### config.mk
export PLATFORM = sky130hd
export DESIGN_NAME = lphm_queue
export DESIGN_NICKNAME = d
export VERILOG_FILES = /design/src/lphm_pkg.sv /design/src/lphm_queue.sv
export SDC_FILE = /design/constraint.sdc
export NUM_CORES = 1
export LEC_CHECK = 0
export BUFFER_PORTS_ARGS = -buffer_cell sky130_fd_sc_hd__buf_2
export CAP_MARGIN = 20
export CORE_UTILIZATION = 36
export DETAILED_ROUTE_END_ITERATION = 10
export HOLD_SLACK_MARGIN = 0.03
export PLACE_DENSITY_LB_ADDON = 0.2
export SYNTH_ARGS = -nofsm -noshare
export SYNTH_HDL_FRONTEND = slang
export SYNTH_SLANG_ARGS = --single-unit
### constraint.sdc
create_clock -name clk -period 5.8 [get_ports clk]
set_clock_uncertainty 0.15 [all_clocks]
set_input_delay 0.58 -clock clk [delete_from_list [all_inputs] [get_ports clk]]
set_output_delay 0.58 -clock clk [all_outputs]
set_load 0.05 [all_outputs]
### src/lphm_pkg.sv
`timescale 1ns / 1ps
// shared types and constants of the linear-probing hash map
// no dependencies
package lphm_pkg;

  localparam int SLOTS  = 256;
  localparam int SLOT_W = $clog2(SLOTS);
  localparam int KEY_W  = 32;
  localparam int VAL_W  = 32;
  localparam int OCC_W  = SLOT_W + 1;

  localparam logic [KEY_W-1:0] HASH_MULT = 32'd2654435761;

  // command queue between front and back
  localparam int QDEPTH = 2;
  localparam int QPTR_W = $clog2(QDEPTH);
  localparam int QCNT_W = QPTR_W + 1;

  // request codes
  localparam logic [1:0] REQ_INSERT = 2'd0;
  localparam logic [1:0] REQ_FIND   = 2'd1;
  localparam logic [1:0] REQ_CLEAR  = 2'd2;

  typedef logic [SLOT_W-1:0] slot_t;
  typedef logic [OCC_W-1:0]  occ_t;

  typedef enum logic [2:0] {
    STAT_INSERTED  = 3'd0,
    STAT_DUPLICATE = 3'd1,
    STAT_FOUND     = 3'd2,
    STAT_NOT_FOUND = 3'd3,
    STAT_FULL_ACK  = 3'd4
  } status_t;

  typedef enum logic [1:0] {
    CMD_INSERT,
    CMD_FIND,
    CMD_CLEAR,
    CMD_ANSWER
  } cmd_kind_t;

  typedef struct packed {
    cmd_kind_t        kind;
    status_t          answer;
    logic [KEY_W-1:0] tag;
    logic [VAL_W-1:0] value;
    slot_t            home;
  } cmd_t;

  typedef enum logic [1:0] {
    BK_IDLE,
    BK_READ,
    BK_CHECK,
    BK_VALUE
  } bk_state_t;

endpackage

### src/lphm_queue.sv
`timescale 1ns / 1ps
// short command queue decoupling front and back
// depends on lphm_pkg
module lphm_queue (
  input  logic           clk,
  input  logic           rst,
  input  logic           push,
  input  lphm_pkg::cmd_t din,
  output logic           full,
  input  logic           pop,
  output logic           not_empty,
  output lphm_pkg::cmd_t dout
);
  import lphm_pkg::*;

  cmd_t              entries [QDEPTH];
  logic [QPTR_W-1:0] wr_ptr;
  logic [QPTR_W-1:0] rd_ptr;
  logic [QCNT_W-1:0] count;

  assign full      = (count == QCNT_W'(QDEPTH));
  assign not_empty = (count != '0);
  assign dout      = entries[rd_ptr];

  always_ff @(posedge clk) begin
    if (push) begin
      entries[wr_ptr] <= din;
    end
  end

  always_ff @(posedge clk) begin
    if (rst) begin
      wr_ptr <= '0;
      rd_ptr <= '0;
      count  <= '0;
    end else begin
      if (push) begin
        wr_ptr <= wr_ptr + QPTR_W'(1);
      end
      if (pop) begin
        rd_ptr <= rd_ptr + QPTR_W'(1);
      end
      if (push && !pop) begin
        count <= count + QCNT_W'(1);
      end else if (pop && !push) begin
        count <= count - QCNT_W'(1);
      end
    end
  end
endmodule

==> summary.txt <==
Clock network
  – CTS tree: done
  – Clock Sinks: 159
  – Post-CTS setup buffer count: 0
  – Max Buffers Root-to-Sink: 2
  – CTS Buf Count: 17
  – Clock-pin slew on the worst setup and hold paths: 60 ps
  – Cts repair resizes: 0
  – CTS Hold Bufs: 0
  – CTS H-Tree Depth: 4
  – CTS Root Cell: clkbuf_16
  – Worst skew pair latency: 420 ps

Yosys
  – Synth unique cells: 18
  – Area contributors post-synth: edfxtp_1 (78%), mux2_2 (9.0%), mux2_4 (7.6%), dfxtp_1 (1.7%), buf_8 (0.76%)
  – Flip-flop and latch count after synthesis: 159
  – Sequential-to-total area share from yosys stat: 0.801
  – Yosys top cell by area: edfxtp_1
  – Cells after Synth: 262
  – Top-area cell type share of the netlist area: 0.784
  – Syn_nets: 344
  – Avg Inst Size Synth: 22.5 um2
  – Ys Warns: 0
  – Post-Syn Area: 5900 um2

Final layout
  – Post-route design area: 7520 um2
  – Share of cells above drive strength 1: 0.606
  – Final Non-Filler Cells: 663
  – # nets final: 516
  – Synth-to-Final Area Change: 27.5%
  – Final Util: 0.472
  – Fillcell total: 1411
  – ANT cells: 0

Die
  – Cell row count: 46
  – Die W: 130 um
  – Die Y: 130 um
  – Die footprint: 16900 um2
  – Starting density of the core: 0.370
  – Floorplan core area: 15900 um2
  – I/O pin cnt: 160

Routing
  – Final ANT Viol Nets: 0
  – DR iter-0 viols: 168
  – Vias/cell: 4.48
  – Routed len/inst: 15.6 um
  – WL met1: 4.34 mm
  – Met2 routed WL: 4.82 mm
  – Vias post-DR: 2970
  – First-pass detailed-route iteration total: 4
  – Top sig layer: met5
  – DRC: 0
  – Met3 WL: 932 um
  – Final wirelength: 10.3 mm

STA
  – Worst Tran Pin Value: 1070 ps
  – Hold Vio Cnt, Final: 0
  – Setup TNS: 0 ps
  – Final worst-path cycle share: 0.553
  – RSZ-0062 raised after global routing: no
  – Final setup margin: 2590 ps
  – Hold_ws: 197 ps
  – Slew headroom: 0.287
  – Slew Viols, Final: 0
  – Maximum clock frequency: 0.312 GHz
  – Tmin final: 3210 ps
  – Final setup fails: 0

Global routing
  – Overflow after GRT: 0
  – Total GRT Usage: 0.126
  – Largest net degree at the start of global routing: 78
  – First-pass GRT wire length: 15.4 mm
  – Initial antenna violation count: 1
  – Vias in the first global route: 3048

Power and ir drop
  – Design Power: 2.95 mW
  – Worst vdd ir: 180 uV
  – Leak: 2.87 nW
  – Sw frac: 0.269
  – Clk pwr share: 0.379
  – PwrDens: 392 nW/um2
  – Sequential share of power: 0.464
  – Comb pwr share: 0.158
  – Pint: 2.16 mW
  – Sw power: 0.794 mW

Place
  – DP Area: 6910 um2
  – Final HPWL DP: 6.29 mm
  – GPL Wtd Cong: 0.703
  – Placed Cells incl. Taps: 630
  – Place WS: 2980 ps
  – Port bufs: 159

Critical path
  – Max stage delay on crit path: 710 ps
  – CP cell instances: buf_4 -> mux2_2 -> buf_2
  – Arrival @ worst endpoint: 2480 ps
  – Worst path bufs/invs: 2
  – CP Launch Type: register
  – CP top delay family: buffers and inverters
  – Crit path required time: 5070 ps
  – CP max stage cell: dfxtp_4
  – WS Path Type: reg -> out
  – Crit. End Element: primary output
  – Worst-path maximum fanout: 44

Status
  – Outcome: completed

Min path
  – Worst hold path type: in -> reg

Job
  – Number of max-cap violations: 0
-- cells by family (layout without fill, tap and decap cells) --
family / count (synthesis) / in the layout / share of synthesized area
compound gates: 2 / 2 / 0.00170
xor+xnor: 4 / 4 / 0.00594
fa+ha+maj: 1 / 1 / 0.00212
buf+inv: 10 / 195 / 0.0155
flops: 159 / 159 / 0.801
mux: 77 / 77 / 0.166
simple gates: 9 / 9 / 0.00785
-- cell usage in the layout (no fill, tap or decap) --
master        n
nor2b_4       1
inv_1         1
xnor2_1       2
a21oi_1       1
mux2_2       47
o21ai_0       1
xor2_1        2
clkbuf_1      1
inv_6         2
and2_4        1
buf_2       159
ha_1          1
clkbuf_16    17
edfxtp_1    154
bufinv_16     3
clkinv_4      2
dfxtp_4       1
buf_4         2
buf_12        1
clkinv_1      3
or2_2         1
or3_1         1
mux2_4       30
nor2_1        4
clkinvlp_4    4
dfxtp_1       4
nor2b_1       1
-- power groups by stage --
| stage | Sequential (mW) | Combinational [mW] | Clock [mW] |
|---|---|---|---|
| after global routing | 1.38 | 0.490 | 1.19 |
| after detailed placement | 1.40 | 0.469 | 0 |
| after CTS | 1.37 | 0.470 | 1.15 |
| final | 1.37 | 0.465 | 1.12 |
| after floorplan | 1.38 | 0.375 | 0 |
| after global placement | 1.39 | 0.466 | 0 |
-- synthesized netlist by cell type --
library cell	n
ha_1	1
edfxtp_1	154
buf_6	2
mux2_2	47
a21oi_1	1
inv_1	1
nor2b_1	2
buf_8	3
and2_1	1
buf_2	4
o21ai_0	1
nor2_1	4
mux2_4	30
xnor2_1	2
xor2_1	2
or2_2	1
dfxtp_1	5
or3_1	1
-- flip-flops by register name (all words and copies together), names as in the netlist, named ones only --
signal	cells
rd_ptr	1
wr_ptr	1
count	2
entries	154
-- per-layer routing --
| layer | GRT usage | vias up |
|---|---|---|
| met5 | 0 | - |
| met4 | 0.0657 | 2 |
| met3 | 0.0562 | 19 |
| met2 | 0.199 | 121 |
| met1 | 0.145 | 1450 |
| li1 | - | 1378 |
-- final cells by class --
type	instances	area (um2)	area share
timing repair buffer	162	831	0.110
clock inverter	14	166	0.0221
clock buffer	18	429	0.0571
sequential	159	4730	0.629
inverter	1	3.75	0.000499
multi-input combinational	93	1090	0.145
tap	216	270	0.0359
-- worst paths after layout --
path                 start              to  slack, ps  cells past startpoint
setup / recovery  register         dout[1]       2590                      3
hold / removal     din[45]  entries[0][45]        200                      1
setup reg to reg    wr_ptr  entries[0][53]       3940                      2
hold reg to reg   count[1]        count[1]        360                      2
No activity file was read; power rests on OpenSTA's default activity.
