`config.mk`:
```
export PLATFORM = sky130hd
export DESIGN_NAME = lphm_front_flat
export DESIGN_NICKNAME = d
export VERILOG_FILES = /design/src/lphm_pkg.sv /design/src/lphm_req_if.sv /design/src/lphm_front.sv /design/src/flat_wrapper.sv
export SDC_FILE = /design/constraint.sdc
export NUM_CORES = 1
export LEC_CHECK = 0
export BUFFER_PORTS_ARGS = -buffer_cell sky130_fd_sc_hd__buf_2
export CAP_MARGIN = 0
export CORE_UTILIZATION = 34
export DETAILED_ROUTE_END_ITERATION = 8
export GPL_TIMING_DRIVEN = 0
export PLACE_DENSITY = 0.91
export RECOVER_POWER = 100
export SYNTH_ARGS = -nofsm -noshare
export SYNTH_HDL_FRONTEND = slang
export SYNTH_SLANG_ARGS = --single-unit
```
`constraint.sdc`:
```
create_clock -name vclk -period 3.48
set_input_delay 0.696 -clock vclk [all_inputs]
set_output_delay 0.696 -clock vclk [all_outputs]
set_load 0.005 [all_outputs]
```
`src/lphm_pkg.sv`:
```
`timescale 1ns / 1ps
// shared types and constants of the linear-probing hash map
// no dependencies
package lphm_pkg;

  localparam int SLOTS  = 256;
  localparam int SLOT_W = $clog2(SLOTS);
  localparam int KEY_W  = 32;
  localparam int VAL_W  = 32;
  localparam int OCC_W  = SLOT_W + 1;

  localparam logic [KEY_W-1:0] HASH_MULT = 32'd2654435761;

  // command queue between front and back
  localparam int QDEPTH = 2;
  localparam int QPTR_W = $clog2(QDEPTH);
  localparam int QCNT_W = QPTR_W + 1;

  // request codes
  localparam logic [1:0] REQ_INSERT = 2'd0;
  localparam logic [1:0] REQ_FIND   = 2'd1;
  localparam logic [1:0] REQ_CLEAR  = 2'd2;

  typedef logic [SLOT_W-1:0] slot_t;
  typedef logic [OCC_W-1:0]  occ_t;

  typedef enum logic [2:0] {
    STAT_INSERTED  = 3'd0,
    STAT_DUPLICATE = 3'd1,
    STAT_FOUND     = 3'd2,
    STAT_NOT_FOUND = 3'd3,
    STAT_FULL_ACK  = 3'd4
  } status_t;

  typedef enum logic [1:0] {
    CMD_INSERT,
    CMD_FIND,
    CMD_CLEAR,
    CMD_ANSWER
  } cmd_kind_t;

  typedef struct packed {
    cmd_kind_t        kind;
    status_t          answer;
    logic [KEY_W-1:0] tag;
    logic [VAL_W-1:0] value;
    slot_t            home;
  } cmd_t;

  typedef enum logic [1:0] {
    BK_IDLE,
    BK_READ,
    BK_CHECK,
    BK_VALUE
  } bk_state_t;

endpackage

```
`src/lphm_req_if.sv`:
```
`timescale 1ns / 1ps
// request channel: valid/ready plus request type, key and value
// depends on lphm_pkg
interface lphm_req_if;
  import lphm_pkg::*;

  logic             valid;
  logic             ready;
  logic [1:0]       req_type;
  logic [KEY_W-1:0] key;
  logic [VAL_W-1:0] value;

  modport source (output valid, output req_type, output key, output value, input ready);
  modport sink   (input valid, input req_type, input key, input value, output ready);
endinterface

```
`src/lphm_front.sv`:
```
`timescale 1ns / 1ps
// front end: hashes the key and classifies each request into a queue command
// depends on lphm_pkg and lphm_req_if
module lphm_front (
  lphm_req_if.sink       req,
  input  logic           q_full,
  output logic           q_push,
  output lphm_pkg::cmd_t q_cmd
);
  import lphm_pkg::*;

  logic [KEY_W-1:0] prod;
  logic             key_ones;

  assign prod      = req.key * HASH_MULT;
  assign key_ones  = &req.key;
  assign req.ready = !q_full;
  assign q_push    = req.valid && !q_full;

  always_comb begin
    q_cmd.tag    = req.key + KEY_W'(1);
    q_cmd.value  = req.value;
    q_cmd.home   = prod[SLOT_W-1:0];
    q_cmd.kind   = CMD_ANSWER;
    q_cmd.answer = STAT_NOT_FOUND;
    unique case (req.req_type)
      REQ_INSERT: begin
        // all-ones key would store the empty mark
        if (key_ones) begin
          q_cmd.answer = STAT_FULL_ACK;
        end else begin
          q_cmd.kind = CMD_INSERT;
        end
      end
      REQ_FIND: begin
        if (!key_ones) begin
          q_cmd.kind = CMD_FIND;
        end
      end
      REQ_CLEAR: begin
        q_cmd.kind = CMD_CLEAR;
      end
      default: begin
        q_cmd.answer = STAT_NOT_FOUND;
      end
    endcase
  end
endmodule

```
`src/flat_wrapper.sv`:
```
// flat-port wrapper written by rule: the top's interface ports become plain ports
module lphm_front_flat import lphm_pkg::*;
  (q_full, q_push, q_cmd, req_valid, req_req_type, req_key, req_value, req_ready);
  lphm_req_if req_i ();
  input  logic q_full;
  output logic q_push;
  output lphm_pkg::cmd_t q_cmd;
  input wire logic [$bits(req_i.valid)-1:0] req_valid;
  input wire logic [$bits(req_i.req_type)-1:0] req_req_type;
  input wire logic [$bits(req_i.key)-1:0] req_key;
  input wire logic [$bits(req_i.value)-1:0] req_value;
  output wire logic [$bits(req_i.ready)-1:0] req_ready;
  assign req_i.valid = req_valid;
  assign req_i.req_type = req_req_type;
  assign req_i.key = req_key;
  assign req_i.value = req_value;
  assign req_ready = req_i.ready;
  lphm_front u_core (.req(req_i), .q_full(q_full), .q_push(q_push), .q_cmd(q_cmd));
endmodule
```
==> metrics.txt <==
vias 1,478; initial antenna violation count 0; DRC 0; drt wl/cell 11.08 um; average size of a mapped cell 7.653 um^2; routability cong. 0.6888; Slew HR 67.81%; Vias per Instance 4.692; DIE WIDTH 60.88 um; vias in the first global route 1,207; CP Buf/Inv Count 2; Crit Path Max Fanout 9; io pins 147; Hold Violations, Final 0; placed inst area 0.001812 mm^2; Setup CP Type input port to output pin; largest net degree at the start of global routing 11; sequential fraction of the synthesis area 0%; effective utilization at floorplan 35.32%; Multi-input gate area 905.9 um^2; Setup Total Neg Slack 0 ns; Flop pwr share 0%; CP top delay family adder cells; non-filler cells, final 315; largest cells by area after synthesis buf_4 24%, xnor2_1 24%, ha_1 9.6%; maximum clock frequency 295.3 MHz; Max stage delay on crit path 0.31 ns; Design Area, Final 0.001818 mm^2; die height 60.88 um; Area Growth Syn to Fin 54.25%; layout cells sized above 1 45.72%; Least-Margin Pin Slew 0.4828 ns; Max-Cap Viols 0; Worst setup EP type output pin; Reg area 0 um^2; post-CTS setup buffer count 0; total number of yosys warnings 0; total gr overflow 0; seq_cells 0; PnR Total Power 0.2097 mW; P_int 0.1188 mW; final WL 3.490 mm; initial drt markers 63; post-DP HPWL 2.923 mm; Combinational Power Share 100.0%; Sw Pwr 0.09086 mW; ANT cells 0; GRT Overall Usage 16.48%; Distinct cells, synth 27; Synth Cell Area 0.001179 mm^2; first-pass GRT wire length 4.802 mm; Arrival @ worst endpoint 2.69 ns; final hold slack 1.558 ns; Switching Fraction 43.34%; pins over their slew limit 0; power share of the clock group 0%; Worst setup SP type input port; pwr dens 115.3 mW/mm^2; Final nets 348; RSZ-0062 raised after global routing false; fin crit period 3.386 ns; Die ar. 0.003706 mm^2; fill count 337; Syn Nets 231; Post-CTS Hold Fix Bufs 0; core area 0.003337 mm^2; slowest CP cell ha_1; dpl cells 315; Gate Count Post-Synth 154; fin crit share 97.30%; CP Cell Sequence clkbuf_4 > ha_4 > xor2_1 > ha_1 > ha_4 > ha_4 > xnor2_2 > xnor2_1 > xnor2_1 > xnor2_1 > clkbuf_1; Yosys top cell area share 24.20%; Initial DRT Pass Iterations 4; status finished, final reports clean; worst ir drop on vdd 0.07543 mV; Rows 21; IO buf count 115; final-layout clock buffer total 0; Pleak 0.8345 nW; final-report setup violation count 0; cell taking the most area after synthesis buf_4; ANT nets after route 0; worst hold path type input port to output pin; Worst EP required 2.78 ns
-- timing repair --
| item | CTS | global route |
|---|---|---|
| pin swaps | 4 | 9 |
| resized for setup | 5 | 9 |
| cloned | 0 | 0 |
| setup endpoints to repair | 1 | 1 |
-- path summary, 6_finish.rpt --
kind           from        end  slack [ns]  cells after the start
max      req_key[0]   q_cmd[7]        0.09                     11
min   req_value[15]  q_cmd[23]        1.56                      2
-- routing by layer --
metal	track usage, %	vias to the layer above	wire length, um
met1	17.83	668	1442
li1	-	731	-
met5	0	-	0
met3	0.4264	0	218
met2	36.42	79	1829
met4	0	0	0
-- cell type report --
class | count | share of cell area (%)
Timing Repair Buffer | 115 | 29.59
Multi-Input combinational cell | 109 | 49.83
Buffer | 42 | 16.79
Tap cell | 46 | 3.166
Inverter | 3 | 0.6194
-- power by group through the flow --
stage          clock [mW]  sequential (mW)  combinational, mW
2_1_floorplan           0                0              0.104
3_3_place_gp            0                0              0.196
3_5_place_dp            0                0              0.201
4_1_cts                 0                0              0.206
5_1_grt                 0                0              0.234
6_report                0                0              0.210
-- through the flow --
stage,setup slack [ns],util [%]
floorplan,0.2917,-
global route,0.02014,54.48
global placement,-0.08336,54.29
CTS,0.002932,55.19
finish,0.09392,54.48
detailed placement,-0.08424,54.29
-- synthesized netlist by cell type (2+ instances only) --
master and count:
ha_1 9, nand4_1 14, and4_4 2, nand2_1 8
inv_1 3, buf_2 3, and4_1 4, nor2_1 2
and3_1 7, xor2_1 6, xnor2_1 32, and2_1 4
buf_4 38, nand3_1 9
-- layout by cell type, fill, tap and decap left out, types with 2 or more instances in the layout --
cell / synthesis / final
buf_2: 3 / 70
clkbuf_1: 0 / 45
xnor2_1: 32 / 31
clkbuf_4: 0 / 21
buf_4: 38 / 17
nand4_1: 14 / 14
nand3_1: 9 / 9
nand2_1: 8 / 8
and3_1: 7 / 7
xor2_1: 6 / 6
ha_4: 0 / 5
and4_1: 4 / 4
and2_1: 4 / 4
ha_1: 9 / 4
buf_6: 1 / 3
nor2_1: 2 / 3
inv_1: 3 / 3
and4_4: 2 / 2
-- cell families (layout without fill, tap and decap cells) --
group | Yosys count | in the layout | synth area share [%]
xor gates and xnor gates | 38 | 38 | 28.24
AOI/OAI and AO/OA | 3 | 3 | 1.699
adders and majority gates | 9 | 9 | 9.554
and+or+nand+nor | 59 | 59 | 33.12
buffers and inverters | 45 | 160 | 27.39
(Power assumes the default switching activity.)
